**src/mtrh_pkg.sv**
```systemverilog
// shared types and constants for the read holding registers server
package mtrh_pkg;

  localparam int AduBytesDef = 260;
  localparam int HdrKeep     = 12;
  localparam int JobMax      = 11;

  // input item codes
  localparam logic [1:0] FUNC_BYTE   = 2'd0;
  localparam logic [1:0] FUNC_STATUS = 2'd1;
  localparam logic [1:0] FUNC_WORD   = 2'd2;
  localparam logic [1:0] FUNC_RSVD   = 2'd3;

  localparam logic [7:0] FN_READ     = 8'h03;
  localparam logic [7:0] EX_FUNCTION = 8'h01;
  localparam logic [7:0] EX_VALUE    = 8'h03;
  localparam logic [7:0] EX_FLAG     = 8'h80;
  localparam logic [15:0] READ_LEN_FIELD = 16'd6;
  localparam logic [15:0] MAX_REGS   = 16'd125;

  typedef enum logic [1:0] {
    PH_IDLE,
    PH_STATUS,
    PH_WORDS
  } phase_e;

  // results caused by one transaction, handed to the emitter
  typedef struct packed {
    logic [3:0]               nbytes;
    logic                     has_req;
    logic [JobMax-1:0]        last;
    logic [JobMax-1:0][7:0]   data;
    logic [15:0]              start;
    logic [6:0]               count;
    logic [15:0]              requests;
    logic [15:0]              responses;
    logic [15:0]              exceptions;
    logic [15:0]              malformed;
  } job_t;

endpackage

```
**src/mtrh_ram.sv**
```systemverilog
// generic single write port ram with registered read
module mtrh_ram #(
  parameter int Width = 8,
  parameter int Depth = 260
) (
  input  logic                     clk_i,
  input  logic                     we_i,
  input  logic [$clog2(Depth)-1:0] waddr_i,
  input  logic [Width-1:0]         wdata_i,
  input  logic [$clog2(Depth)-1:0] raddr_i,
  output logic [Width-1:0]         rdata_o
);

  logic [Width-1:0] mem [Depth];
  logic [Width-1:0] rdata_q;

  always_ff @(posedge clk_i) begin
    if (we_i) begin
      mem[waddr_i] <= wdata_i;
    end
    rdata_q <= mem[raddr_i];
  end

  assign rdata_o = rdata_q;

endmodule

```
**src/mtrh_ctrl.sv**
```systemverilog
// ring control, header check and response job builder
module mtrh_ctrl #(
  parameter int AduBytes = mtrh_pkg::AduBytesDef
) (
  input  logic                        clk_i,
  input  logic                        rst_ni,
  input  logic                        accept_i,
  input  logic [1:0]                  func_i,
  input  logic [7:0]                  rx_byte_i,
  input  logic [7:0]                  status_code_i,
  input  logic [15:0]                 reg_value_i,
  output logic                        refill_busy_o,
  output logic                        ram_we_o,
  output logic [$clog2(AduBytes)-1:0] ram_waddr_o,
  output logic [7:0]                  ram_wdata_o,
  output logic [$clog2(AduBytes)-1:0] ram_raddr_o,
  input  logic [7:0]                  ram_rdata_i,
  output mtrh_pkg::job_t              job_o
);

  localparam int PtrW  = $clog2(AduBytes);
  localparam int FillW = $clog2(AduBytes + 1);
  localparam int SumW  = FillW + 1;
  localparam logic [SumW-1:0] AduS = SumW'(AduBytes);

  logic [mtrh_pkg::HdrKeep-1:0][7:0] hdr_q, hdr_d;
  logic [FillW-1:0] fill_q, fill_d;
  logic [PtrW-1:0]  head_q, head_d;
  mtrh_pkg::phase_e phase_q, phase_d;
  logic [15:0] trans_q, trans_d;
  logic [7:0]  unit_q, unit_d;
  logic [6:0]  pend_q, pend_d, left_q, left_d;
  logic [15:0] req_q, req_d, resp_q, resp_d, exc_q, exc_d, mal_q, mal_d;
  logic [3:0]  rd_idx_q, rd_idx_d, ref_tot_q, ref_tot_d, slot_q, slot_d;
  logic        rsp_q, rsp_d;

  // combinational working values
  logic [mtrh_pkg::HdrKeep-1:0][7:0] hdr_w;
  logic [FillW-1:0] fill_w, fill_rest;
  logic        do_check, word_on, hdr_on, ex_on, req_on, fin;
  logic [7:0]  ex_fc, ex_code;
  logic [15:0] proto, lenf, cnt, lf;
  logic [16:0] expect_len;
  logic [10:0] resp_len;
  logic [SumW-1:0] wsum, rsum, hsum;
  logic [3:0]  base;
  logic [8:0][7:0] eb;

  // ring addressing
  always_comb begin
    wsum = SumW'(head_q) + SumW'(fill_q);
    if (wsum >= AduS) wsum = wsum - AduS;
    rsum = SumW'(head_q) + SumW'(rd_idx_q);
    if (rsum >= AduS) rsum = rsum - AduS;
  end

  assign ram_waddr_o   = wsum[PtrW-1:0];
  assign ram_raddr_o   = rsum[PtrW-1:0];
  assign ram_wdata_o   = rx_byte_i;
  assign refill_busy_o = (rd_idx_q != ref_tot_q) || rsp_q;

  // next state and job
  always_comb begin
    hdr_w   = hdr_q;
    fill_w  = fill_q;
    head_d  = head_q;
    phase_d = phase_q;
    trans_d = trans_q;
    unit_d  = unit_q;
    pend_d  = pend_q;
    left_d  = left_q;
    req_d   = req_q;
    resp_d  = resp_q;
    exc_d   = exc_q;
    mal_d   = mal_q;
    rd_idx_d  = rd_idx_q;
    ref_tot_d = ref_tot_q;
    slot_d    = slot_q;
    rsp_d     = 1'b0;
    ram_we_o  = 1'b0;
    do_check  = 1'b0;
    word_on   = 1'b0;
    hdr_on    = 1'b0;
    ex_on     = 1'b0;
    req_on    = 1'b0;
    fin       = 1'b0;
    ex_fc     = 8'h00;
    ex_code   = 8'h00;
    proto     = 16'h0;
    lenf      = 16'h0;
    cnt       = 16'h0;
    expect_len = 17'h0;
    fill_rest  = '0;
    hsum       = '0;
    resp_len  = 11'd9 + 11'({pend_q, 1'b0});
    lf        = 16'd3 + 16'({pend_q, 1'b0});
    job_o     = '0;

    // header refill from the ring, one byte per cycle
    if (rd_idx_q != ref_tot_q) begin
      rd_idx_d = rd_idx_q + 4'd1;
      rsp_d    = 1'b1;
      slot_d   = rd_idx_q;
    end
    if (rsp_q) begin
      hdr_w[slot_q] = ram_rdata_i;
    end

    // accepted transaction
    if (accept_i) begin
      unique case (func_i)
        mtrh_pkg::FUNC_BYTE: begin
          if (fill_q == FillW'(AduBytes)) begin
            fill_w = '0;
            head_d = '0;
            mal_d  = mal_q + 16'd1;
          end else begin
            ram_we_o = 1'b1;
            if (fill_q < FillW'(mtrh_pkg::HdrKeep)) begin
              hdr_w[fill_q[3:0]] = rx_byte_i;
            end
            fill_w   = fill_q + FillW'(1);
            do_check = 1'b1;
          end
        end
        mtrh_pkg::FUNC_STATUS: begin
          if (phase_q == mtrh_pkg::PH_STATUS) begin
            if (status_code_i != 8'h00) begin
              ex_on   = 1'b1;
              ex_fc   = mtrh_pkg::FN_READ;
              ex_code = status_code_i;
            end else if (resp_len > 11'(AduBytes)) begin
              ex_on   = 1'b1;
              ex_fc   = mtrh_pkg::FN_READ;
              ex_code = mtrh_pkg::EX_VALUE;
            end else begin
              hdr_on  = 1'b1;
              resp_d  = resp_q + 16'd1;
              left_d  = pend_q;
              phase_d = mtrh_pkg::PH_WORDS;
            end
          end
        end
        mtrh_pkg::FUNC_WORD: begin
          if (phase_q == mtrh_pkg::PH_WORDS) begin
            word_on = 1'b1;
            fin     = (left_q <= 7'd1);
            if (fin) begin
              left_d   = '0;
              phase_d  = mtrh_pkg::PH_IDLE;
              do_check = 1'b1;
            end else begin
              left_d = left_q - 7'd1;
            end
          end
        end
        default: ;
      endcase
    end

    // frame check on the header at the ring head
    if (do_check && phase_d == mtrh_pkg::PH_IDLE &&
        fill_w >= FillW'(mtrh_pkg::HdrKeep - 5)) begin
      proto      = {hdr_w[2], hdr_w[3]};
      lenf       = {hdr_w[4], hdr_w[5]};
      expect_len = 17'd6 + 17'(lenf);
      if (proto != 16'h0 || lenf < 16'd2 || expect_len > 17'(AduBytes)) begin
        fill_w = '0;
        head_d = '0;
        mal_d  = mal_q + 16'd1;
      end else if (17'(fill_w) >= expect_len) begin
        trans_d = {hdr_w[0], hdr_w[1]};
        unit_d  = hdr_w[6];
        req_d   = req_q + 16'd1;
        cnt     = {hdr_w[10], hdr_w[11]};
        if (hdr_w[7] != mtrh_pkg::FN_READ) begin
          ex_on   = 1'b1;
          ex_fc   = hdr_w[7];
          ex_code = mtrh_pkg::EX_FUNCTION;
        end else if (lenf != mtrh_pkg::READ_LEN_FIELD) begin
          ex_on   = 1'b1;
          ex_fc   = hdr_w[7];
          ex_code = mtrh_pkg::EX_VALUE;
        end else if (cnt == 16'h0 || cnt > mtrh_pkg::MAX_REGS) begin
          ex_on   = 1'b1;
          ex_fc   = hdr_w[7];
          ex_code = mtrh_pkg::EX_VALUE;
        end else begin
          req_on  = 1'b1;
          pend_d  = cnt[6:0];
          phase_d = mtrh_pkg::PH_STATUS;
        end
        // drop the frame and, if bytes remain, reload the header of the next one
        if (expect_len >= 17'(fill_w)) begin
          fill_w = '0;
          head_d = '0;
        end else begin
          fill_rest = fill_w - expect_len[FillW-1:0];
          hsum = SumW'(head_q) + SumW'(expect_len[FillW-1:0]);
          if (hsum >= AduS) hsum = hsum - AduS;
          head_d    = hsum[PtrW-1:0];
          fill_w    = fill_rest;
          rd_idx_d  = '0;
          ref_tot_d = (fill_rest >= FillW'(mtrh_pkg::HdrKeep)) ?
                      4'(mtrh_pkg::HdrKeep) : fill_rest[3:0];
        end
      end
    end

    if (ex_on) begin
      exc_d   = exc_q + 16'd1;
      resp_d  = resp_q + 16'd1;
      phase_d = mtrh_pkg::PH_IDLE;
    end

    fill_d = fill_w;
    hdr_d  = hdr_w;

    // job assembly
    base = word_on ? 4'd2 : 4'd0;
    if (word_on) begin
      job_o.data[0] = reg_value_i[15:8];
      job_o.data[1] = reg_value_i[7:0];
      job_o.last[1] = fin;
    end
    eb[0] = trans_d[15:8];
    eb[1] = trans_d[7:0];
    eb[2] = 8'h00;
    eb[3] = 8'h00;
    if (ex_on) begin
      eb[4] = 8'h00;
      eb[5] = 8'h03;
      eb[6] = unit_d;
      eb[7] = ex_fc | mtrh_pkg::EX_FLAG;
      eb[8] = ex_code;
    end else begin
      eb[4] = lf[15:8];
      eb[5] = lf[7:0];
      eb[6] = unit_d;
      eb[7] = mtrh_pkg::FN_READ;
      eb[8] = {pend_q, 1'b0};
    end
    if (ex_on || hdr_on) begin
      for (int i = 0; i < 9; i++) begin
        job_o.data[base + 4'(i)] = eb[i];
      end
      job_o.last[base + 4'd8] = ex_on;
    end
    job_o.nbytes     = base + ((ex_on || hdr_on) ? 4'd9 : 4'd0);
    job_o.has_req    = req_on;
    job_o.start      = {hdr_w[8], hdr_w[9]};
    job_o.count      = cnt[6:0];
    job_o.requests   = req_d;
    job_o.responses  = resp_d;
    job_o.exceptions = exc_d;
    job_o.malformed  = mal_d;
  end

  // control state
  always_ff @(posedge clk_i or negedge rst_ni) begin
    if (!rst_ni) begin
      fill_q    <= '0;
      head_q    <= '0;
      phase_q   <= mtrh_pkg::PH_IDLE;
      trans_q   <= '0;
      unit_q    <= '0;
      pend_q    <= '0;
      left_q    <= '0;
      req_q     <= '0;
      resp_q    <= '0;
      exc_q     <= '0;
      mal_q     <= '0;
      rd_idx_q  <= '0;
      ref_tot_q <= '0;
      rsp_q     <= 1'b0;
    end else begin
      fill_q    <= fill_d;
      head_q    <= head_d;
      phase_q   <= phase_d;
      trans_q   <= trans_d;
      unit_q    <= unit_d;
      pend_q    <= pend_d;
      left_q    <= left_d;
      req_q     <= req_d;
      resp_q    <= resp_d;
      exc_q     <= exc_d;
      mal_q     <= mal_d;
      rd_idx_q  <= rd_idx_d;
      ref_tot_q <= ref_tot_d;
      rsp_q     <= rsp_d;
    end
  end

  // header shadow and refill slot
  always_ff @(posedge clk_i) begin
    hdr_q  <= hdr_d;
    slot_q <= slot_d;
  end

endmodule

```
**src/mtrh_emit.sv**
```systemverilog
// result emitter: walks one job into the output register
module mtrh_emit (
  input  logic           clk_i,
  input  logic           rst_ni,
  input  logic           load_i,
  input  mtrh_pkg::job_t job_i,
  output logic           busy_o,
  output logic           out_valid_o,
  input  logic           out_stall_i,
  output logic           kind_o,
  output logic [7:0]     out_byte_o,
  output logic           last_o,
  output logic [15:0]    read_start_o,
  output logic [6:0]     read_count_o,
  output logic [15:0]    requests_seen_o,
  output logic [15:0]    responses_made_o,
  output logic [15:0]    exceptions_made_o,
  output logic [15:0]    malformed_seen_o
);

  mtrh_pkg::job_t job_q;
  logic [3:0] idx_q, idx_d, total_q, total_d;
  logic       valid_q, valid_d, take;
  logic       kind_q, kind_d, last_q, last_d;
  logic [7:0] byte_q, byte_d;
  logic [15:0] start_q, start_d;
  logic [6:0]  count_q, count_d;
  logic [15:0] reqs_q, reqs_d, resps_q, resps_d, excs_q, excs_d, mals_q, mals_d;

  assign busy_o = (idx_q != total_q);
  assign take   = !valid_q || !out_stall_i;

  // next output transaction
  always_comb begin
    idx_d   = idx_q;
    total_d = total_q;
    valid_d = valid_q;
    kind_d  = kind_q;
    last_d  = last_q;
    byte_d  = byte_q;
    start_d = start_q;
    count_d = count_q;
    reqs_d  = reqs_q;
    resps_d = resps_q;
    excs_d  = excs_q;
    mals_d  = mals_q;
    if (take) begin
      if (idx_q != total_q) begin
        valid_d = 1'b1;
        idx_d   = idx_q + 4'd1;
        reqs_d  = job_q.requests;
        resps_d = job_q.responses;
        excs_d  = job_q.exceptions;
        mals_d  = job_q.malformed;
        if (idx_q < job_q.nbytes) begin
          kind_d  = 1'b0;
          byte_d  = job_q.data[idx_q];
          last_d  = job_q.last[idx_q];
          start_d = 16'h0;
          count_d = 7'h0;
        end else begin
          kind_d  = 1'b1;
          byte_d  = 8'h00;
          last_d  = 1'b0;
          start_d = job_q.start;
          count_d = job_q.count;
        end
      end else begin
        valid_d = 1'b0;
      end
    end
    if (load_i) begin
      idx_d   = '0;
      total_d = job_i.nbytes + 4'(job_i.has_req);
    end
  end

  always_ff @(posedge clk_i or negedge rst_ni) begin
    if (!rst_ni) begin
      idx_q   <= '0;
      total_q <= '0;
      valid_q <= 1'b0;
    end else begin
      idx_q   <= idx_d;
      total_q <= total_d;
      valid_q <= valid_d;
    end
  end

  // payload registers
  always_ff @(posedge clk_i) begin
    kind_q  <= kind_d;
    last_q  <= last_d;
    byte_q  <= byte_d;
    start_q <= start_d;
    count_q <= count_d;
    reqs_q  <= reqs_d;
    resps_q <= resps_d;
    excs_q  <= excs_d;
    mals_q  <= mals_d;
    if (load_i) begin
      job_q <= job_i;
    end
  end

  assign out_valid_o       = valid_q;
  assign kind_o            = kind_q;
  assign out_byte_o        = byte_q;
  assign last_o            = last_q;
  assign read_start_o      = start_q;
  assign read_count_o      = count_q;
  assign requests_seen_o   = reqs_q;
  assign responses_made_o  = resps_q;
  assign exceptions_made_o = excs_q;
  assign malformed_seen_o  = mals_q;

endmodule

```
**src/modbus_tcp_read_holding_server.sv**
```systemverilog
// modbus tcp read holding registers server, top level
// results of a transaction pass the job register, then the single output
//   register, one per cycle while out_stall_i is low; the input stalls until
//   the job is walked, so a transaction with no result is taken every cycle
//   unless a reload stalls; a frame drop that leaves bytes behind reloads up
//   to 12 header bytes from the ring ram, one per cycle, stalling the input
// reset clears fill, head, phase and counters; the ring ram is not cleared
module modbus_tcp_read_holding_server #(
  parameter int AduBytes = mtrh_pkg::AduBytesDef
) (
  input  logic        clk_i,
  input  logic        rst_ni,
  input  logic        in_valid_i,
  output logic        in_stall_o,
  input  logic [1:0]  func_i,
  input  logic [7:0]  rx_byte_i,
  input  logic [7:0]  status_code_i,
  input  logic [15:0] reg_value_i,
  output logic        out_valid_o,
  input  logic        out_stall_i,
  output logic        kind_o,
  output logic [7:0]  out_byte_o,
  output logic        last_o,
  output logic [15:0] read_start_o,
  output logic [6:0]  read_count_o,
  output logic [15:0] requests_seen_o,
  output logic [15:0] responses_made_o,
  output logic [15:0] exceptions_made_o,
  output logic [15:0] malformed_seen_o
);

  localparam int PtrW = $clog2(AduBytes);

  logic            accept, refill_busy, emit_busy, ram_we;
  logic [PtrW-1:0] ram_waddr, ram_raddr;
  logic [7:0]      ram_wdata, ram_rdata;
  mtrh_pkg::job_t  job;

  assign in_stall_o = refill_busy || emit_busy;
  assign accept     = in_valid_i && !in_stall_o;

  // receive ring
  mtrh_ram #(
    .Width (8),
    .Depth (AduBytes)
  ) u_ring (
    .clk_i   (clk_i),
    .we_i    (ram_we),
    .waddr_i (ram_waddr),
    .wdata_i (ram_wdata),
    .raddr_i (ram_raddr),
    .rdata_o (ram_rdata)
  );

  mtrh_ctrl #(
    .AduBytes (AduBytes)
  ) u_ctrl (
    .clk_i         (clk_i),
    .rst_ni        (rst_ni),
    .accept_i      (accept),
    .func_i        (func_i),
    .rx_byte_i     (rx_byte_i),
    .status_code_i (status_code_i),
    .reg_value_i   (reg_value_i),
    .refill_busy_o (refill_busy),
    .ram_we_o      (ram_we),
    .ram_waddr_o   (ram_waddr),
    .ram_wdata_o   (ram_wdata),
    .ram_raddr_o   (ram_raddr),
    .ram_rdata_i   (ram_rdata),
    .job_o         (job)
  );

  mtrh_emit u_emit (
    .clk_i             (clk_i),
    .rst_ni            (rst_ni),
    .load_i            (accept),
    .job_i             (job),
    .busy_o            (emit_busy),
    .out_valid_o       (out_valid_o),
    .out_stall_i       (out_stall_i),
    .kind_o            (kind_o),
    .out_byte_o        (out_byte_o),
    .last_o            (last_o),
    .read_start_o      (read_start_o),
    .read_count_o      (read_count_o),
    .requests_seen_o   (requests_seen_o),
    .responses_made_o  (responses_made_o),
    .exceptions_made_o (exceptions_made_o),
    .malformed_seen_o  (malformed_seen_o)
  );

endmodule
```
**config.mk**
```make
export PLATFORM = sky130hd
export DESIGN_NAME = modbus_tcp_read_holding_server
export DESIGN_NICKNAME = d
export VERILOG_FILES = /design/src/mtrh_pkg.sv /design/src/mtrh_ram.sv /design/src/mtrh_ctrl.sv /design/src/mtrh_emit.sv /design/src/modbus_tcp_read_holding_server.sv
export SDC_FILE = /design/constraint.sdc
export NUM_CORES = 2
export LEC_CHECK = 0
export BUFFER_PORTS_ARGS = -buffer_cell sky130_fd_sc_hd__clkbuf_2
export CAP_MARGIN = 30
export CORE_ASPECT_RATIO = 0.5
export CORE_MARGIN = 4
export CORE_UTILIZATION = 50
export CTS_CLUSTER_DIAMETER = 150
export DETAILED_ROUTE_END_ITERATION = 8
export PLACE_DENSITY = 0.74
export RECOVER_POWER = 50
export SYNTH_ARGS = -nofsm -noshare
export SYNTH_HDL_FRONTEND = slang
export SYNTH_SLANG_ARGS = --single-unit
```
**constraint.sdc**
```tcl
create_clock -name clk_i -period 8.8 [get_ports clk_i]
set_input_delay 1.32 -clock clk_i [delete_from_list [all_inputs] [get_ports clk_i]]
set_output_delay 1.32 -clock clk_i [all_outputs]
set_load 0.005 [all_outputs]
```
# --- Word level (Yosys, flattened, before mapping) ---
# Memory sizes are Yosys's and may differ from the RTL's. A register that Yosys moved wholly into a read port is not among the register bits.
# Index checks and enable logic that the tools add are counted.
classes:
  n_reduce_logical: 38
  muxes: 177
  n_bitwise: 11
  order_cmp: 37
  add_sub_neg: 28
  eq_ne: 13
op_table:
  columns: ["operator", "n"]
  rows:
  - ["bitwise mux 88 bit", 7]
  - ["two-way mux 96 bit", 5]
  - ["demux 8 bit (select 4 bit)", 11]
  - ["two-way mux 16 bit", 19]
  - ["two-way mux 8 bit", 25]
  - ["bitwise mux 96 bit", 2]
  - ["bitwise AND 88 bit", 2]
  - ["NOT 88 bit", 2]
  - ["two-way mux 9 bit", 17]
  - ["two-way mux 7 bit", 14]
  - ["two-way mux 90 bit", 1]
  - ["adder 16 x 1 -> 16 bit, second input constant", 4]
  - ["less-than comparator 4 x 5 -> 1 bit, second input constant", 12]
  - ["greater-or-equal comparator 4 x 1 -> 1 bit, second input constant", 11]
  - ["two-way mux 1 bit", 42]
  - ["two-way mux 4 bit", 10]
  - ["two-way mux 40 bit", 1]
  - ["binary-select mux 8 bit (select 4 bit)", 1]
  - ["two-way mux 2 bit", 16]
  - ["greater-or-equal comparator 10 x 9 -> 1 bit, second input constant", 3]
  - ["subtractor 9 bit, second input constant", 3]
  - ["adder 9 x 9 -> 10 bit", 2]
  - ["adder 3 x 16 -> 17 bit, first input constant", 1]
  - ["greater-or-equal comparator 17 x 9 -> 1 bit", 1]
  - ["other kinds (49)", 92]
word_totals:
  wordCells: 364
  in_bits: 38
  mem_count: 1
  out_inout_bits: 99
  ramBits: 2080
  register_bits: 527
mem_list:
  columns: ["memory", "depth", "width", "read_ports", "rd_ports_with_merged_regs", "wr", "line", "text"]
  rows:
  - ["u_ring.mem", 260, 8, 1, 1, 1, "mtrh_ram.sv:14", "logic [Width-1:0] mem [Depth];"]

# --- Longest topological paths before layout ---
logic_depth:
  ltp_word: 26
  depth_mapped: 30
  ltp_nobuf: 28

# --- Modules after synthesis ---
# From an unflattened synthesis, not the netlist that was laid out.
unflattened:
  hier_cells: 6250
  area_unflattened_um2: 106938.8
by_module_without_submodules:
  columns: ["module", "seq_area_each_um2", "area_each_um2", "instances", "cells_per_inst"]
  rows:
  - ["mtrh_ram", 62620.1, 81924.8, 1, 4068]
  - ["mtrh_ctrl", 5320.1, 14760.4, 1, 1711]
  - ["mtrh_emit", 8843.5, 10239.8, 1, 469]
  - ["modbus_tcp_read_holding_server", 0.0, 13.8, 1, 2]

# --- Worst setup path before layout ---
# OpenSTA, ideal clock, no wires.
synth_timing:
  path_type: "input-to-reg"
  start: "input port in_valid_i"
  end: "register u_emit.total_q[0]"
  setup_ns: 0.091
  required_ns: 8.709
  arrival_time_ns: 7.423
  setup_slack_ns: 1.286
  cell_stages: 4
  n_path_buf: 1
  path_cell_list: "nand2b_1 nor3_1 clkbuf_1 mux2_2"
synth_between:
  elab_chain_len: 14
  word_cells_on_any_way: 39
  cone_classes: "3 x add/sub; 5 x order compare; 2 x eq/ne; 19 x mux; 10 x reduce/logical"
synth_lines:
  columns: ["item", "line", "text"]
  rows:
  - ["start: declaration", "modbus_tcp_read_holding_server.sv:13", "input logic in_valid_i,"]
  - ["logical AND 1 bit *", "modbus_tcp_read_holding_server.sv:40", "assign accept = in_valid_i && !in_stall_o;"]
  - ["branches (longest 13 deep; another with adder 3 x 16 -> 17 bit)", null, null]
  - ["end signal: assignment", "mtrh_emit.sv:85", "total_q <= total_d;"]
  - ["end: declaration", "mtrh_emit.sv:22", "logic [3:0] idx_q, idx_d, total_q, total_d;"]
# Mark *: on every way between the ends.
# A chain may end at the register's enable or synchronous reset.

# --- Worst setup path after layout ---
layout_timing:
  start: "input port rx_byte_i[1]"
  end: "memory u_ring.mem[194][1] (data pin)"
layout_lines:
  columns: ["item", "line", "text"]
  rows:
  - ["start: declaration", "modbus_tcp_read_holding_server.sv:16", "input logic [7:0] rx_byte_i,"]
  - ["end: declaration", "mtrh_ram.sv:14", null]
# No word-level cell before the write port.

==> reports/results.ini <==
[synth]
synth_cell_types=103
ys_async_rst_share_pct=5.39
postSynthCellCount=6142
yosys_reg_bits=2597
synth_area_leaders=edfxtp_1, mux4_2, dfrtp_1, dfxtp_1, mux2i_1
synthesis.area_per_instance_um2=17.3
yosysSeqAreaShare_pct=71.8
syn-cell-area_um2=106000
post-synth-top-area-fraction_pct=66.6
synth_top_cell_by_area=edfxtp_1
synth_edf_count=2353
synth.yosys.warnings=0
synthFlopType=edfxtp_1

[route]
vias_per_cell=6.29
drt_pre_antenna_iters=9
wire_per_inst_um=28.6
num_vias=58900
drt_first_iter_violations=8119
finalWirelength_mm=268
antenna_violating_nets_post_route=0
drc_errors=1

[setup_path]
crit-reg2reg-capture=u_emit.job_q[151]
critPathBufInv=2
critPathMostFrequentCell=clkbuf_1
reg2reg_setup_slack_ns=1.34
cp_cell_sequence=clkbuf_1 > clkbuf_1
cell_type_of_the_slowest_stage_on_the_worst_timing_path=clkbuf_1
crit_path_start_kind=input port
slowest_delay_ns=4.66
critPathMaxFanout=149
worst-endpoint-required_ns=8.45
crit_type=in2reg
worstRegToRegCells=24
critical_path.reg2reg.startpoint=u_ctrl.rd_idx_q[0]
crit_path_end_kind=flop
critPathTopFamily=buffers and inverters
worst_ep_arrival_time_ns=7.46

[clock_tree]
holdBufCountCts=0
worst_setup_hold_path_clk_slew_ns=0.07
clkLatencyLatePin_ns=0.86
cts_buffer_depth=3
tritoncts=yes
cts-resized-gates=0
cts_setup_buffers=0
cts.sink_count=2597
htreeDepth=4
cts_made_buffers=221
cts_root_buf=clkbuf_16

[pwr]
max-vdd-ir-drop_v=0.000219
power_density_nw_per_um2=215
p_leak_nw=37.9

[sta]
finalHoldViolations=0
grt_setup_unrepaired=no
timing.clock.skew_ns=0.0438
setup_viol=0
finalSetupTns_ns=0
max_clock_freq_ghz=0.128
layout_min_cycle_time_ns=7.81
slew_headroom_pct=-340
timing_worst_slew_pin_value_ns=6.61
layout_worst_path_cycle_share_pct=88.7
maxSlewViolCount=1898

[placement]
post-dp-hpwl_mm=169
place.port_buffers=136
dpl_cell_area_um2=111000
gp_routability_congestion=0.933

[floorplanning]
fp.coreArea_um2=211000
die_h_um=334
core.rowCount=119
boundaryPins=137
initial_utilization_pct=50.3
fp.dieW_um=660
floorplan.die_area_um2=220000

[finish]
post_route_cells_drive_above_1_share_pct=18.1
num-nets-final=6427
finish.instance_area_um2=117000
syn_to_final_growth_pct=10.7
final_core_utilization_pct=55.7

[grt]
grt_antenna_before_repair=11
wire_length_of_the_first_global_routing_pass_mm=392
grt_most_used_layer=met2
grt_max_degree=184
use_met1_pct=34.1
use_met2_pct=37.0
grtUsageMet3_pct=6.00
grt.total_usage_pct=24.1
global_route.overflow_total=0
via_count_of_the_first_global_routing_pass=57000

[outcome]
status=finished, violations left
violated_checks=DRC, capacitance limit, slew limit

[min_path]
timing.hold.worst.class=in2async

[job]
maxCapViolations=30

-- metrics by stage --
step           std cells  total power [mW]  hold slack [ns]  setup slack [ns]
2_1_floorplan       6148              15.2            0.400              1.29
3_3_place_gp        8928              15.8            0.402             0.533
3_5_place_dp        8937              15.9            0.405             0.388
4_1_cts             9336              25.3            0.408              1.27
5_1_grt             9348              26.0            0.387             0.721
6_report            9357              25.2            0.388             0.993
-- power by group --
| part | internal, mW | switching [mW] | leakage, nW |
|---|---|---|---|
| Clock | 5.22 | 4.39 | 3.39 |
| Combinational | 0.451 | 1.05 | 10.5 |
| Sequential | 13.9 | 0.164 | 24.0 |
| Total | 19.6 | 5.60 | 37.9 |
-- state kept, by name (all words and copies together) (netlist names), 7 cells and up --
register and count:
u_ctrl.trans_q 16, u_ctrl.exc_q 16, u_ctrl.head_q 9, u_ring.rdata_o 8, u_emit.read_count_o 7, u_emit.exceptions_made_o 16, u_emit.read_start_o 16, u_ctrl.fill_q 9
u_emit.malformed_seen_o 16, u_emit.job_q 172, u_ctrl.left_q 7, u_emit.out_byte_o 8, u_emit.requests_seen_o 16, u_ring.mem 2080, u_ctrl.unit_q 8, u_ctrl.req_q 16
u_ctrl.pend_q 7, u_ctrl.mal_q 16, u_ctrl.hdr_q 96, u_ctrl.resp_q 16, u_emit.responses_made_o 16
-- kinds of logic after synthesis --
kind of cell | share of synthesized area, %
xor gates and xnor gates | 1.12
DFF | 71.8
muxes | 14.4
AOI/OAI and AO/OA | 3.56
adders and majority gates | 0.771
other | 0.00353
and+or+nand+nor | 6.70
buffers and inverters | 1.61
-- routing by layer --
| layer | up-vias | wire length, um |
|---|---|---|
| li1 | 24600 | - |
| met1 | 30200 | 103000 |
| met2 | 3535 | 125000 |
| met3 | 563 | 30400 |
| met4 | 8 | 9100 |
| met5 | - | 45 |
-- how the worst max path moves through the flow --
stage                         end  depth (start not counted)    startpoint
4_1_cts          u_emit.job_q[94]                         28     func_i[0]
2_1_floorplan   u_emit.total_q[0]                          4    in_valid_i
6_report       u_ring.mem[194][1]                          2  rx_byte_i[1]
3_5_place_dp    u_emit.total_q[1]                         28     func_i[0]
3_3_place_gp    u_emit.total_q[1]                         28     func_i[0]
5_1_grt        u_ring.mem[208][1]                          2  rx_byte_i[1]
-- Yosys cell counts (all sizes together) (16+ instances only) --
master	number
nand3	116
mux4	552
a21oi	191
mux2	68
nand2	481
dfrtp	140
nand4	60
or3	22
dfxtp	104
o211ai	20
o21ai	105
clkbuf	232
nor3	83
nor4	23
o22ai	26
ha	59
xor2	52
inv	96
and2	54
mux2i	203
a31oi	34
edfxtp	2353
and3	69
buf	99
and4	16
a22o	20
xnor2	84
nor2	500
a211oi	31
-- layout by cell type (no fill, tap or decap), types with 26 or more instances in the layout --
cell	n
nor3_1	75
nor2_1	499
nand3_1	115
a31oi_1	33
nand2_1	478
xor2_1	50
nand4_1	58
edfxtp_1	2353
dfrtp_1	140
clkinv_1	32
and2_1	33
clkbuf_2	62
and3_1	69
dfxtp_1	104
xnor2_1	79
buf_4	90
clkbuf_16	222
mux4_2	552
clkbuf_1	170
mux2_2	60
o21ai_0	83
ha_1	58
inv_1	94
a211oi_1	30
mux2i_1	202
clkinv_2	28
a21oi_1	190
o22ai_1	26
-- area by class of cell --
type                       count  area [um^2]
fill                       15700        93400
multi-input combinational   3124        28400
antenna                       12         30.0
sequential                  2597        76200
inverter                      96          360
timing repair buffer         286         1920
clock inverter                95          973
tap                         2843         3560
clock buffer                 304         6010
Power figures use the tool's default switching activity.
